**config.mk**
```make
export PLATFORM = sky130hd
export DESIGN_NAME = solenoid_kicker_sequencer_unit
export DESIGN_NICKNAME = d
export VERILOG_FILES = /design/src/rtl/core/skc_pkg.sv /design/src/rtl/core/skc_core.sv /design/src/rtl/core/solenoid_kicker_sequencer_unit.sv
export VERILOG_INCLUDE_DIRS = /design/src /design/src/rtl/core
export SDC_FILE = /design/constraint.sdc
export NUM_CORES = 1
export LEC_CHECK = 0
export BUFFER_PORTS_ARGS = -buffer_cell sky130_fd_sc_hd__buf_2
export CAP_MARGIN = 20
export CORE_MARGIN = 4
export CORE_UTILIZATION = 35
export CTS_BUF_LIST = sky130_fd_sc_hd__clkbuf_8
export CTS_CLUSTER_DIAMETER = 80
export DETAILED_ROUTE_END_ITERATION = 10
export GPL_TIMING_DRIVEN = 1
export PLACE_DENSITY = 0.6
export SETUP_SLACK_MARGIN = 0.4
export SLEW_MARGIN = 0
export SYNTH_ARGS = -nofsm -noshare
export SYNTH_HDL_FRONTEND = slang
export SYNTH_SLANG_ARGS = --single-unit
```
**constraint.sdc**
```tcl
create_clock -name clk -period 2.9 [get_ports clk]
set_input_delay 0.435 -clock clk [delete_from_list [all_inputs] [get_ports clk]]
set_output_delay 0.435 -clock clk [all_outputs]
set_load 0.02 [all_outputs]
```
**src/rtl/core/solenoid_kicker_sequencer_unit_defines.svh**
```systemverilog
`ifndef SOLENOID_KICKER_SEQUENCER_UNIT_DEFINES_SVH
`define SOLENOID_KICKER_SEQUENCER_UNIT_DEFINES_SVH

// same-cycle implication, checked on clk and muted during rst
`define SKC_ASSERT_IMP(label, a, c) \
  label: assert property (@(posedge clk) disable iff (rst) (a) |-> (c)) \
    else $error("skc assertion failed");

// next-cycle implication, checked on clk and muted during rst
`define SKC_ASSERT_NXT(label, a, c) \
  label: assert property (@(posedge clk) disable iff (rst) (a) |=> (c)) \
    else $error("skc assertion failed");

`endif

```
**src/rtl/core/skc_pkg.sv**
```systemverilog
package skc_pkg;

  localparam int unsigned DUR_W   = 20;
  localparam int unsigned SAFE_W  = 16;
  localparam int unsigned MAXC_W  = 4;
  localparam int unsigned COUNT_W = 5;
  localparam int unsigned IDX_W   = 3;
  localparam int unsigned DATA_W  = 20;

  localparam logic [COUNT_W-1:0] COUNT_MAX = 5'd31;

  typedef enum logic [2:0] {
    OP_TICK         = 3'd0,
    OP_CHARGE_START = 3'd1,
    OP_CHARGE_STOP  = 3'd2,
    OP_KICK_START   = 3'd3,
    OP_KICK_STOP    = 3'd4,
    OP_SAFE_KICK    = 3'd5
  } skc_op_e;

  typedef enum logic [1:0] {
    SPEED_DEFAULT = 2'd0,
    SPEED_GOAL    = 2'd1,
    SPEED_PASS    = 2'd2,
    SPEED_CHIP    = 2'd3
  } skc_speed_e;

  typedef enum logic [1:0] {
    ST_DONE          = 2'd0,
    ST_MAX_CHARGES   = 2'd1,
    ST_ALREADY_CHG   = 2'd2,
    ST_ALREADY_KICK  = 2'd3
  } skc_status_e;

  typedef enum logic [IDX_W-1:0] {
    REG_MAX_CHARGES    = 3'd0,
    REG_SAFE_PULSE     = 3'd1,
    REG_DEFAULT_CHARGE = 3'd2,
    REG_DISCHARGE      = 3'd3,
    REG_GOAL_CHARGE    = 3'd4,
    REG_PASS_CHARGE    = 3'd5,
    REG_CHIP_CHARGE    = 3'd6,
    REG_KICKER_MODE    = 3'd7
  } skc_reg_e;

  localparam logic [MAXC_W-1:0] RST_MAX_CHARGES    = 4'd6;
  localparam logic [SAFE_W-1:0] RST_SAFE_PULSE     = 16'd15;
  localparam logic [DUR_W-1:0]  RST_DEFAULT_CHARGE = 20'd350000;
  localparam logic [DUR_W-1:0]  RST_DISCHARGE      = 20'd300;
  localparam logic [DUR_W-1:0]  RST_GOAL_CHARGE    = 20'd450000;
  localparam logic [DUR_W-1:0]  RST_PASS_CHARGE    = 20'd250000;
  localparam logic [DUR_W-1:0]  RST_CHIP_CHARGE    = 20'd650000;

  typedef struct packed {
    logic [2:0] op;
    logic [1:0] speed;
  } skc_in_t;

  typedef struct packed {
    logic               charge_out;
    logic               discharge1_n;
    logic               discharge2_n;
    logic               is_charging;
    logic               is_kicking;
    logic [COUNT_W-1:0] charge_total;
    logic [1:0]         status;
  } skc_out_t;

  typedef struct packed {
    logic [MAXC_W-1:0] max_charges;
    logic [SAFE_W-1:0] safe_pulse_us;
    logic [DUR_W-1:0]  default_charge_us;
    logic [DUR_W-1:0]  discharge_us;
    logic [DUR_W-1:0]  goal_charge_us;
    logic [DUR_W-1:0]  pass_charge_us;
    logic [DUR_W-1:0]  chip_charge_us;
    logic              kicker_mode;
  } skc_cfg_t;

  function automatic logic [COUNT_W-1:0] sat_inc(input logic [COUNT_W-1:0] v);
    logic [COUNT_W-1:0] r;
    r = (v == COUNT_MAX) ? v : v + COUNT_W'(1);
    return r;
  endfunction

endpackage

```
**src/rtl/core/skc_core.sv**
```systemverilog
`include "solenoid_kicker_sequencer_unit_defines.svh"

module skc_core
  import skc_pkg::*;
#(
  parameter int unsigned TIME_BITS = 20
) (
  input  logic     clk,
  input  logic     rst,
  input  logic     en,
  input  skc_in_t  item,
  input  skc_cfg_t cfg,
  output skc_out_t result
);

  logic                 charging, charging_next;
  logic                 kicking, kicking_next;
  logic                 active_dis, active_dis_next;
  logic [TIME_BITS-1:0] charge_timer, charge_timer_next;
  logic [TIME_BITS-1:0] kick_timer, kick_timer_next;
  logic [COUNT_W-1:0]   charge_count, charge_count_next;

  logic [DUR_W-1:0]     ct_sel;
  logic [31:0]          ct_ext, dis_ext, safe_ext;
  logic [COUNT_W-1:0]   count_bumped;
  logic                 charge_last, kick_last;
  skc_status_e          status;

  always_comb begin
    unique case (skc_speed_e'(item.speed))
      SPEED_GOAL:    ct_sel = cfg.goal_charge_us;
      SPEED_PASS:    ct_sel = cfg.pass_charge_us;
      SPEED_CHIP:    ct_sel = cfg.chip_charge_us;
      SPEED_DEFAULT: ct_sel = cfg.default_charge_us;
      default:       ct_sel = cfg.default_charge_us;
    endcase
  end

  // durations wrap to the timer width
  assign ct_ext   = 32'(ct_sel);
  assign dis_ext  = 32'(cfg.discharge_us);
  assign safe_ext = 32'(cfg.safe_pulse_us);

  assign count_bumped = sat_inc(charge_count);
  assign charge_last  = (charge_timer[TIME_BITS-1:1] == '0);
  assign kick_last    = (kick_timer[TIME_BITS-1:1] == '0);

  always_comb begin
    charging_next     = charging;
    kicking_next      = kicking;
    active_dis_next   = active_dis;
    charge_timer_next = charge_timer;
    kick_timer_next   = kick_timer;
    charge_count_next = charge_count;
    status            = ST_DONE;
    unique case (skc_op_e'(item.op))
      OP_TICK: begin
        if (charging) begin
          if (charge_last) begin
            charging_next     = 1'b0;
            charge_timer_next = '0;
            charge_count_next = count_bumped;
          end else begin
            charge_timer_next = charge_timer - TIME_BITS'(1);
          end
        end
        // kick expiry after charge expiry, so the count ends cleared
        if (kicking) begin
          if (kick_last) begin
            kicking_next      = 1'b0;
            kick_timer_next   = '0;
            charge_count_next = '0;
          end else begin
            kick_timer_next = kick_timer - TIME_BITS'(1);
          end
        end
      end
      OP_CHARGE_START: begin
        if (charge_count >= COUNT_W'(cfg.max_charges)) begin
          status = ST_MAX_CHARGES;
        end else if (charging) begin
          status = ST_ALREADY_CHG;
        end else begin
          charging_next     = 1'b1;
          charge_timer_next = ct_ext[TIME_BITS-1:0];
          charge_count_next = count_bumped;
        end
      end
      OP_CHARGE_STOP: begin
        charging_next     = 1'b0;
        charge_timer_next = '0;
        charge_count_next = count_bumped;
      end
      OP_KICK_START: begin
        if (kicking) begin
          status = ST_ALREADY_KICK;
        end else begin
          kicking_next    = 1'b1;
          active_dis_next = cfg.kicker_mode;
          kick_timer_next = dis_ext[TIME_BITS-1:0];
        end
      end
      OP_KICK_STOP: begin
        kicking_next      = 1'b0;
        kick_timer_next   = '0;
        charge_count_next = '0;
      end
      OP_SAFE_KICK: begin
        if (kicking) begin
          status = ST_ALREADY_KICK;
        end else begin
          kicking_next    = 1'b1;
          active_dis_next = 1'b0;
          kick_timer_next = safe_ext[TIME_BITS-1:0];
        end
      end
      default: begin
      end
    endcase
  end

  always_ff @(posedge clk) begin
    if (rst) begin
      charging     <= 1'b0;
      kicking      <= 1'b0;
      active_dis   <= 1'b0;
      charge_timer <= '0;
      kick_timer   <= '0;
      charge_count <= '0;
    end else if (en) begin
      charging     <= charging_next;
      kicking      <= kicking_next;
      active_dis   <= active_dis_next;
      charge_timer <= charge_timer_next;
      kick_timer   <= kick_timer_next;
      charge_count <= charge_count_next;
    end
  end

  assign result.charge_out   = charging_next;
  assign result.discharge1_n = ~(kicking_next & active_dis_next);
  assign result.discharge2_n = ~(kicking_next & ~active_dis_next);
  assign result.is_charging  = charging_next;
  assign result.is_kicking   = kicking_next;
  assign result.charge_total = charge_count_next;
  assign result.status       = status;

  `SKC_ASSERT_NXT(a_kick_stop_clears, en && (item.op == OP_KICK_STOP),
    !kicking && (charge_count == '0))
  `SKC_ASSERT_NXT(a_charge_start_runs,
    en && (item.op == OP_CHARGE_START) && (status == ST_DONE), charging)

endmodule

```
**src/rtl/core/solenoid_kicker_sequencer_unit.sv**
```systemverilog
// two register stages: an accepted item waits in the input register until the result register can take its result
// throughput: one item per cycle, limited only by out_ready backpressure
// a full result register still lets an empty input register take the next item
// reset: synchronous rst clears the valid flags, the charge and kick state and the count
// reset also returns every configuration register to its default value

`include "solenoid_kicker_sequencer_unit_defines.svh"

module solenoid_kicker_sequencer_unit
  import skc_pkg::*;
#(
  parameter int unsigned TIME_BITS = 20
) (
  input  logic              clk,
  input  logic              rst,
  input  logic              in_valid,
  output logic              in_ready,
  input  skc_in_t           in_item,
  output logic              out_valid,
  input  logic              out_ready,
  output skc_out_t          out_item,
  input  logic              cfg_valid,
  output logic              cfg_ready,
  input  logic [IDX_W-1:0]  cfg_index,
  input  logic [DATA_W-1:0] cfg_data
);

  skc_cfg_t cfg;
  logic     in_valid_q;
  skc_in_t  in_q;
  logic     advance;
  skc_out_t result;

  assign cfg_ready = 1'b1;

  always_ff @(posedge clk) begin
    if (rst) begin
      cfg.max_charges       <= RST_MAX_CHARGES;
      cfg.safe_pulse_us     <= RST_SAFE_PULSE;
      cfg.default_charge_us <= RST_DEFAULT_CHARGE;
      cfg.discharge_us      <= RST_DISCHARGE;
      cfg.goal_charge_us    <= RST_GOAL_CHARGE;
      cfg.pass_charge_us    <= RST_PASS_CHARGE;
      cfg.chip_charge_us    <= RST_CHIP_CHARGE;
      cfg.kicker_mode       <= 1'b0;
    end else if (cfg_valid) begin
      unique case (skc_reg_e'(cfg_index))
        REG_MAX_CHARGES:    cfg.max_charges       <= cfg_data[MAXC_W-1:0];
        REG_SAFE_PULSE:     cfg.safe_pulse_us     <= cfg_data[SAFE_W-1:0];
        REG_DEFAULT_CHARGE: cfg.default_charge_us <= cfg_data[DUR_W-1:0];
        REG_DISCHARGE:      cfg.discharge_us      <= cfg_data[DUR_W-1:0];
        REG_GOAL_CHARGE:    cfg.goal_charge_us    <= cfg_data[DUR_W-1:0];
        REG_PASS_CHARGE:    cfg.pass_charge_us    <= cfg_data[DUR_W-1:0];
        REG_CHIP_CHARGE:    cfg.chip_charge_us    <= cfg_data[DUR_W-1:0];
        REG_KICKER_MODE:    cfg.kicker_mode       <= cfg_data[0];
        default: begin
        end
      endcase
    end
  end

  assign advance  = in_valid_q && (!out_valid || out_ready);
  assign in_ready = !in_valid_q || advance;

  always_ff @(posedge clk) begin
    if (rst) begin
      in_valid_q <= 1'b0;
    end else if (in_ready) begin
      in_valid_q <= in_valid;
    end
  end

  always_ff @(posedge clk) begin
    if (in_ready && in_valid) begin
      in_q <= in_item;
    end
  end

  skc_core #(
    .TIME_BITS(TIME_BITS)
  ) u_core (
    .clk    (clk),
    .rst    (rst),
    .en     (advance),
    .item   (in_q),
    .cfg    (cfg),
    .result (result)
  );

  always_ff @(posedge clk) begin
    if (rst) begin
      out_valid <= 1'b0;
    end else if (advance) begin
      out_valid <= 1'b1;
    end else if (out_ready) begin
      out_valid <= 1'b0;
    end
  end

  always_ff @(posedge clk) begin
    if (advance) begin
      out_item <= result;
    end
  end

  `SKC_ASSERT_NXT(a_advance_fills_out, advance, out_valid)
  `SKC_ASSERT_IMP(a_one_line_low, out_valid, out_item.discharge1_n || out_item.discharge2_n)
  `SKC_ASSERT_NXT(a_input_holds, in_valid_q && !advance, in_valid_q && $stable(in_q))

endmodule

```
==> impl_metrics.ini, run 1 <==
[synth]
syn_area_per_cell_um2 = 8.236
synth_edf_count = 16
ys_warn_count = 0
synth_area_leaders = dfxtp_1, nand2_1, a21oi_1
ys_types = 69
syn_inst = 1065
seq_area_frac_synth = 0.4451
synth_async_sr_flop_share = 0
synth_nets = 1105
synth_area_um2 = 8771
synth-main-ff-cell = dfxtp_1
synth.most_common_cell = nand2_1
yosysTopAreaCellShare = 0.3903
ys_seq_elements = 187
synth_common_cells = nand2_1, dfxtp_1, a21oi_1, clkbuf_1, nor2_1
synth_largest_area_cell = dfxtp_1

[setup_path]
path_max_fanout = 6
end_kind = flop
critical_path_required_ns = 3.12
critPathMaxStageDelay_ns = 0.39
worstSetupPathType = reg2reg
crit_chain = inv_1 -> ha_1 -> nand2b_1 -> a211o_1 -> a2111oi_2 -> buf_4 -> o221ai_1 -> nand2_1 -> o21ai_1
slowest_stage = dfxtp_2
timing.critical_path.from_type = flop
cp-startpoint = u_core.charge_count[0]
rr_endpoint = out_item[2]
crit_arrival_ns = 2.58
rr_worst_depth = 9
r2r_start = u_core.charge_count[0]
reg2reg_slack_ns = 0.53

[pwr]
swShare = 0.3172
switching_power_w = 0.001783
p_leak_nw = 3.646
power_frac_comb = 0.203
powerDensity_nw_per_um2 = 569.6
clock_power_share = 0.307
ir_drop_v = 0.0002189
internal_power_w = 0.003838
power_frac_seq = 0.490

[clocking]
cts-root-buf = clkbuf_8
h-tree-depth = 4
cts.path.max_buffers = 2
path_clk_slew_ns = 0.09
cts-buffers-inserted = 17
clock_latency_ns = 0.48
tritoncts = yes
cts.sinks = 187

[detailed_routing]
vias_per_cell = 5.435
wire_per_inst_um = 17.59
drtPass1Iterations = 6
drc_errors = 0
vias = 7767
first_iter_violations = 804
wirelength_um = 25130
antenna_left = 0

[floorplan]
die_h_um = 166.3
placementRows = 57
die_w_um = 166.3
start_util = 0.3585
ios = 48
dieArea_um2 = 27660
core_area_um2 = 24460

[sta]
setup_viol = 0
clock_skew_ns = 0.01774
min_period_ns = 2.366
tightest_slew_ns = 0.9873
rsz0062_at_grt = false
hold_ws_ns = 0.1412
maxSlewViolCount = 0
finalHoldViolCount = 0
timing.final.crit_share = 0.8158
fin_tns_setup_ns = 0
fmax_mhz = 422.7
slew_headroom = 0.3402

[grt]
grtUsageTotal = 0.1785
grt_max_degree = 81
grt_antenna_before_repair = 1
gr-total-overflow = 0
grt_pass1_wl_um = 40340
grt_pass1_vias = 7307

[placement]
hpwlAfterDp_um = 16550
gp_congestion = 0.8702
portBuffers = 46

[final_layout]
multi_input_area_um2 = 4541
fillCellCount = 2555
nNetsFinal = 1134
area_growth_pct = 12.51
seqCellArea_um2 = 3905
drive_above_1_share = 0.1448
antenna_cells = 0

[status]
status = finished, final reports clean

[worst_hold_path]
min_to = in_q[1]
hp-class = in2reg
hp-start = in_item[1]
hold_depth = 1

[flow_run]
drv_cap = 0
worst max path at each step:
stage / slack (ns) / cells past startpoint / to
after detailed placement: 0.30 / 9 / u_core.charge_count[4]
after floorplan: 0.45 / 9 / u_core.charge_timer[10]
final: 0.53 / 9 / out_item[2]
after global routing: 0.41 / 9 / u_core.charge_count[0]
after CTS: 0.41 / 9 / u_core.charge_count[4]
after global placement: 0.37 / 9 / u_core.charge_count[1]
power by group through the flow:
| stage | Sequential [W] | Clock (W) | Combinational [W] |
|---|---|---|---|
| 5_1_grt | 0.00277 | 0.00186 | 0.00125 |
| 3_5_place_dp | 0.00281 | 0 | 0.00110 |
| 2_1_floorplan | 0.00280 | 0 | 0.000762 |
| 4_1_cts | 0.00275 | 0.00176 | 0.00110 |
| 6_report | 0.00276 | 0.00173 | 0.00114 |
| 3_3_place_gp | 0.00281 | 0 | 0.00110 |
state kept, by name, indices dropped and copies added, names as in the netlist, 5 cells and up:
register             flops
u_core.charge_count      5
cfg                    121
in_q                     5
out_item                11
u_core.charge_timer     20
u_core.kick_timer       20
cells in the final DEF (no fill, tap or decap), drive strengths merged, types with 6 or more instances in the layout:
cell type    n
edfxtp      16
ha           7
and3         6
nand4        6
clkbuf      17
nor2b       11
a21oi      119
o21ai       44
dfxtp      171
buf         85
o32ai       19
a22oi       16
nand2      269
inv         38
nor2        57
nand3b      45
nand3       15
o22ai        6
mux4        20
o211ai       6
nor4        13
nor3        22
or3          7
nand2b      12
area by class of cell:
class / count / area share
Timing Repair Buffer: 85 / 0.05452
Clock buffer: 17 / 0.02371
Sequential cell: 187 / 0.3957
Inverter: 29 / 0.01103
Tap cell: 324 / 0.04108
Clock inverter: 13 / 0.01382
Multi-Input combinational cell: 774 / 0.4601
metrics by stage:
stage | power [W] | instance area [um^2] | setup slack [ns] | utilization | instances
global placement | 0.003906 | 9420 | 0.3707 | 0.3851 | 1399
detailed placement | 0.003912 | 9420 | 0.3035 | 0.3851 | 1399
CTS | 0.005613 | 9796 | 0.4077 | 0.4004 | 1429
finish | 0.005621 | 9868 | 0.5341 | 0.4034 | 1429
floorplan | 0.003561 | 8771 | 0.4490 | - | 1065
global route | 0.005879 | 9868 | 0.4109 | 0.4034 | 1429
logic make-up after synthesis:
family | after synthesis | synth area share
other cells | 1 | 0.0004275
buf+inv | 104 | 0.04650
flops | 187 | 0.4451
fa+ha+maj | 7 | 0.009985
simple gates | 481 | 0.2564
mux | 23 | 0.05478
xor+xnor | 2 | 0.001998
compound gates | 260 | 0.1849
critical path, delay by kind of cell, from the launching register on:
kind	cells	cell delay (ns)
DFF	1	0.39
adders and majority gates	1	0.26
buffers and inverters	2	0.26
and+or+nand+nor	2	0.27
AOI/OAI and AO/OA	4	0.92
metal layers:
metal	track usage	vias up	share of wire
li1	-	3827	-
met3	0.03356	16	0.052
met4	0.03878	2	0.0088
met2	0.2759	207	0.45
met5	0	-	0.00048
met1	0.2610	3715	0.49
repair_timing:
action / CTS / global route
hold buffers: 0 / 0
resized for setup: 3 / 16
buffers inserted: 0 / 0
pin swaps: 0 / 3
hold endpoints to repair: 0 / 0
endpoints found under the setup margin: 20 / 27
(Power assumes the default switching activity.)
==> run 2: changes to the inputs <==
- PLACE_DENSITY: 0.6 -> 0.61
- clock period: 2.9 -> 1.95 ns (I/O delays scaled with it)
==> run 2 against run 1 <==
Effect of this change:
- the flow now finishes with violations (negative setup slack)
- core utilization is 9.4 points higher
- register-to-register slack lost 0.92 ns
- final cell count is 9.7% higher
- combinational power increased by 140%
- first-iteration DRC count down 16%
- clock skew up 0.0039 ns
- clock power up 65%
- sequential cell count unchanged
- sequential power rose by 48%
- die area did not move
- clock-buffer cell count unchanged
- critical path type unchanged
- critical endpoint is now u_core.kick_timer[13]
- largest cell class unchanged
==> impl_metrics.ini, run 2 (synthesis results as in run 1) <==
[final_layout]
nNetsFinal = 1271
mostFrequentLayoutCells = nand2_1, dfxtp_1, buf_4, a21oi_1
drive_above_1_share = 0.3336
fillCellCount = 2241
area_growth_pct = 38.76
antenna_cells = 0
final_util = 0.4975
largest_register_ffs = 121
top_register = cfg
reg_top3 = cfg (121), u_core.charge_timer (20), u_core.kick_timer (20)
layout.cells.most_common = nand2_1

[sta]
fmax_mhz = 427.7
finalHoldViolCount = 0
setup_viol = 50
rsz0062_at_grt = true
timing.final.crit_share = 1.199
maxSlewViolCount = 0
setup_ws_ns = -0.3881
tightest_slew_ns = 0.6372
slew_headroom = 0.5742
min_period_ns = 2.338
clock_skew_ns = 0.02162
fin_tns_setup_ns = -11.51

[placement]
gp_congestion = 0.8870
hpwlAfterDp_um = 17800
portBuffers = 46
post-place-ws_ns = -0.3367

[grt]
grtUsageTotal = 0.1914
grt_antenna_before_repair = 1
grt_pass1_vias = 8003
grt_pass1_wl_um = 43180
grt_max_degree = 90
gr-total-overflow = 0

[floorplan]
core_area_um2 = 24460
start_util = 0.3585
dieArea_um2 = 27660
ios = 48
die_h_um = 166.3
placementRows = 57
die_w_um = 166.3

[clocking]
path_clk_slew_ns = 0.12
tritoncts = yes
h-tree-depth = 4
cts.sinks = 187
clock_latency_ns = 0.49
cts-buffers-inserted = 17
cts.path.max_buffers = 2
cts-root-buf = clkbuf_8

[worst_hold_path]
hp-class = in2reg
hold_depth = 3

[pwr]
p_leak_nw = 4.661
ir_drop_v = 0.0004548
powerDensity_nw_per_um2 = 794.9
power_w = 0.009674

[flow_run]
drv_cap = 0

[setup_path]
end_kind = flop
worstSetupPathType = reg2reg
crit_arrival_ns = 2.74
critical_path_required_ns = 2.35
reg2reg_slack_ns = -0.39
path_max_fanout = 4
timing.critical_path.from_type = flop
rr_worst_depth = 6

[status]
status = finished, violations left
violations = negative setup slack

[detailed_routing]
wire_per_inst_um = 18.28
antenna_left = 0
drtPass1Iterations = 5
first_iter_violations = 677
wirelength_um = 28670
vias = 8564
drc_errors = 0
vias_per_cell = 5.462
run 2: cell count changes in the layout (fill, tap and decap cells not counted), sizes merged:
| cell | delta |
|---|---|
| buf | +128 |
| clkbuf | +2 |
| clkinv | +3 |
| clkinvlp | +1 |
| dlygate4sd3 | +5 |
| inv | -2 |
| o311a | +2 |
run 2: timing repair:
| action | 4_1_cts | 5_1_grt |
|---|---|---|
| cloned | 5 | 2 |
| buffers inserted | 14 | 19 |
| pin swaps | 36 | 43 |
| hold endpoints to repair | 5 | 0 |
| gates resized for setup | 78 | 113 |
| endpoints found under the setup margin | 60 | 70 |
| hold buffers | 5 | 0 |
run 2: metal layers:
layer | up-vias | wire length, um | GRT usage
met5 | - | 7 | 0
met4 | 2 | 621 | 0.05870
met3 | 46 | 1951 | 0.03690
met2 | 296 | 13380 | 0.2995
met1 | 4108 | 12700 | 0.2690
li1 | 4112 | - | -
run 2: power by group:
| group | internal, W | total, W | switching [W] | leakage (nW) |
|---|---|---|---|---|
| registers | 0.00400 | 0.00408 | 0.0000801 | 1.54 |
| logic | 0.00126 | 0.00274 | 0.00147 | 2.90 |
| clock network | 0.00114 | 0.00286 | 0.00172 | 0.216 |
| total | 0.00640 | 0.00967 | 0.00328 | 4.66 |
run 2: path summary, 6_finish.rpt:
| check | startpoint | endpoint |
|---|---|---|
| max | u_core.kick_timer[7] | u_core.kick_timer[13] |
| min | in_valid | in_valid_q |
| max reg2reg | u_core.kick_timer[7] | u_core.kick_timer[13] |
| min reg2reg | cfg[7] | cfg[7] |
run 2: per-stage QoR:
stage / instances / area [um^2] / hold WS (ns)
2_1_floorplan: 1065 / 9037 / 0.3914
3_3_place_gp: 1491 / 10350 / 0.4391
3_5_place_dp: 1491 / 10350 / 0.4469
4_1_cts: 1547 / 11420 / 0.01228
5_1_grt: 1568 / 12170 / 0.05141
6_report: 1568 / 12170 / 0.02833
run 2: layout make-up:
cell class | instances | area (um^2) | area share
multi-input combinational | 776 | 5403 | 0.4439
tap | 324 | 405.4 | 0.03331
timing repair buffer | 220 | 1886 | 0.1549
clock inverter | 15 | 215.2 | 0.01768
sequential | 187 | 3916 | 0.3218
inverter | 29 | 111.4 | 0.009150
clock buffer | 17 | 234.0 | 0.01922
run 2: critical path, cell delays in order, from the launching register on:
cell and delay (ns):
dfxtp_4 0.37, or4_4 0.53, or4b_4 0.50, or3_4 0.38, o41ai_2 0.20, nand2_1 0.10, a21oi_1 0.18
==> run 3: changes to the inputs <==
- CORE_UTILIZATION: 35 -> 40
- PLACE_DENSITY: 0.61 -> 0.67
==> run 3 against run 2 <==
Effect of this change:
- the flow still finishes with violations (negative setup slack)
- cell area shrank 2.9%
- sequential share of layout area grew 1.0 points
- clock power shrank 7.7%
- via count grew 0.47%
- largest power group unchanged
- final cell count shrank 3.8%
- register-to-register slack gained 0.07 ns
- first-iteration DRC count grew 4.7%
- total power shrank 2.4%
- wire length shrank 2.3%
- critical path type unchanged
==> impl_metrics.ini, run 3 (synthesis results as in run 1) <==
[setup_path]
r2r_start = u_core.kick_timer[7]
reg2reg_slack_ns = -0.32
end_kind = flop
cp-startpoint = u_core.kick_timer[7]
crit_chain = or4_4 -> or4b_4 -> or3_4 -> buf_4 -> o21ai_2 -> nand2_1 -> a21oi_1
path_max_fanout = 4
rr_endpoint = u_core.kick_timer[11]
worstSetupPathType = reg2reg
critPathMaxStageDelay_ns = 0.53
rr_worst_depth = 7
crit_arrival_ns = 2.68
timing.critical_path.from_type = flop
critical_path_required_ns = 2.37
worstSetupEndpoint = u_core.kick_timer[11]
slowest_stage = or4_4

[floorplan]
ios = 48
core_area_um2 = 21290
die_w_um = 156.1
dieArea_um2 = 24360
placementRows = 53
die_h_um = 156.1
start_util = 0.4120

[status]
status = finished, violations left
violations = negative setup slack

[clocking]
cts-root-buf = clkbuf_8
cts-buffers-inserted = 17
cts.sinks = 187
tritoncts = yes
cts.path.max_buffers = 2
clock_latency_ns = 0.48
path_clk_slew_ns = 0.11
h-tree-depth = 4

[final_layout]
drive_above_1_share = 0.3228
nNetsFinal = 1261
largest_register_ffs = 121
area_growth_pct = 34.79
mostFrequentLayoutCells = nand2_1, dfxtp_1, buf_4, a21oi_1, nand3b_1
reg_top3 = cfg (121), u_core.charge_timer (20), u_core.kick_timer (20)
final_cells = 1508
antenna_cells = 0
layout.cells.most_common = nand2_1
top_register = cfg

[grt]
grt_antenna_before_repair = 1
grtUsageMet3 = 0.03384
grt_pass1_vias = 8240
grt_pass1_wl_um = 43240
gr-usage-met2 = 0.3679
grt.busiest_layer = met2
grt_max_degree = 89
use_met1 = 0.3015
grtUsageTotal = 0.2199
gr-total-overflow = 0

[sta]
hold_ws_ns = 0.03144
setup_ws_ns = -0.3156
fmax_mhz = 441.4
maxSlewViolCount = 0
timing.final.crit_share = 1.162
setup_viol = 49
clock_skew_ns = 0.01619
slew_headroom = 0.5670
rsz0062_at_grt = true
tightest_slew_ns = 0.6479
min_period_ns = 2.266
finalHoldViolCount = 0

[detailed_routing]
vias = 8604
wire_per_inst_um = 18.57
wirelength_um = 28010
vias_per_cell = 5.706
drc_errors = 0
first_iter_violations = 709
antenna_left = 0
drtPass1Iterations = 6

[pwr]
powerDensity_nw_per_um2 = 798.3
p_leak_nw = 4.565
ir_drop_v = 0.0004857

[placement]
place_inst = 1427
hpwlAfterDp_um = 17190
gp_congestion = 0.9057
portBuffers = 46

[flow_run]
drv_cap = 0

[worst_hold_path]
hp-class = in2reg
[run 3: cell types whose count changed in the layout (fill, tap and decap cells not counted), moves of 4 or more]
cell      previous run  this run
buf_6               29        23
a22oi_1             11        16
dfxtp_1            163       158
dfxtp_2              7        11
a22oi_2              5         0
inv_6                0         6
clkinv_8             5         0
[run 3: timing repair]
item | CTS | global route
cloned | 4 | 0
gates resized for setup | 99 | 75
pin swaps | 52 | 45
endpoints found under the setup margin | 60 | 65
hold buffers | 5 | 0
buffers inserted | 23 | 18
hold endpoints to repair | 5 | 0
[run 3: routing by layer]
layer  wire [um]  vias to the layer above  share of wire
met5           7                        -        0.00025
met4         563                        2          0.020
met3        1667                       62          0.060
met2       13460                      322           0.48
met1       12310                     4134           0.44
li1            -                     4084              -
[run 3: cell type report]
cell class	instances	area [um^2]
clock buffer	19	261.5
fill	1790	9464
timing repair buffer	212	1773
multi-input combinational	774	5280
clock inverter	12	127.6
inverter	29	111.4
sequential	187	3925
tap	275	344.1
[run 3: metrics by stage]
step | utilization | total power (W) | setup slack, ns | setup TNS, ns | cell area [um^2]
after floorplan | - | 0.005446 | -0.3211 | -7.520 | 9037
after global routing | 0.5554 | 0.009796 | -0.3746 | -12.37 | 11820
final | 0.5554 | 0.009438 | -0.3156 | -8.461 | 11820
after CTS | 0.5336 | 0.009050 | -0.2831 | -7.756 | 11360
after global placement | 0.4792 | 0.006181 | -0.3167 | -8.853 | 10200
after detailed placement | 0.4792 | 0.006203 | -0.3886 | -10.74 | 10200
[run 3: worst min path at each step]
stage	start	end	slack, ns	cells past startpoint
finish	in_valid	in_valid_q	0.03	3
global route	in_valid	in_valid_q	0.04	3
CTS	in_valid	in_valid_q	0.02	3
detailed placement	cfg[21]	cfg[21]	0.44	2
global placement	cfg[94]	cfg[94]	0.44	2
floorplan	in_item[0]	in_q[0]	0.39	0
[run 3: report_power, final]
part / leakage [nW] / switching (W) / internal (W)
clock network: 0.202 / 0.00152 / 0.00112
logic: 2.82 / 0.00144 / 0.00128
registers: 1.55 / 0.0000856 / 0.00400
total: 4.57 / 0.00304 / 0.00640
[run 3: worst max-delay path: cells and delay by family, from the launching register on]
| family | cells | cell delay [ns] |
|---|---|---|
| buffers and inverters | 1 | 0.15 |
| DFF | 1 | 0.34 |
| AOI/OAI and AO/OA | 2 | 0.25 |
| and+or+nand+nor | 4 | 1.47 |
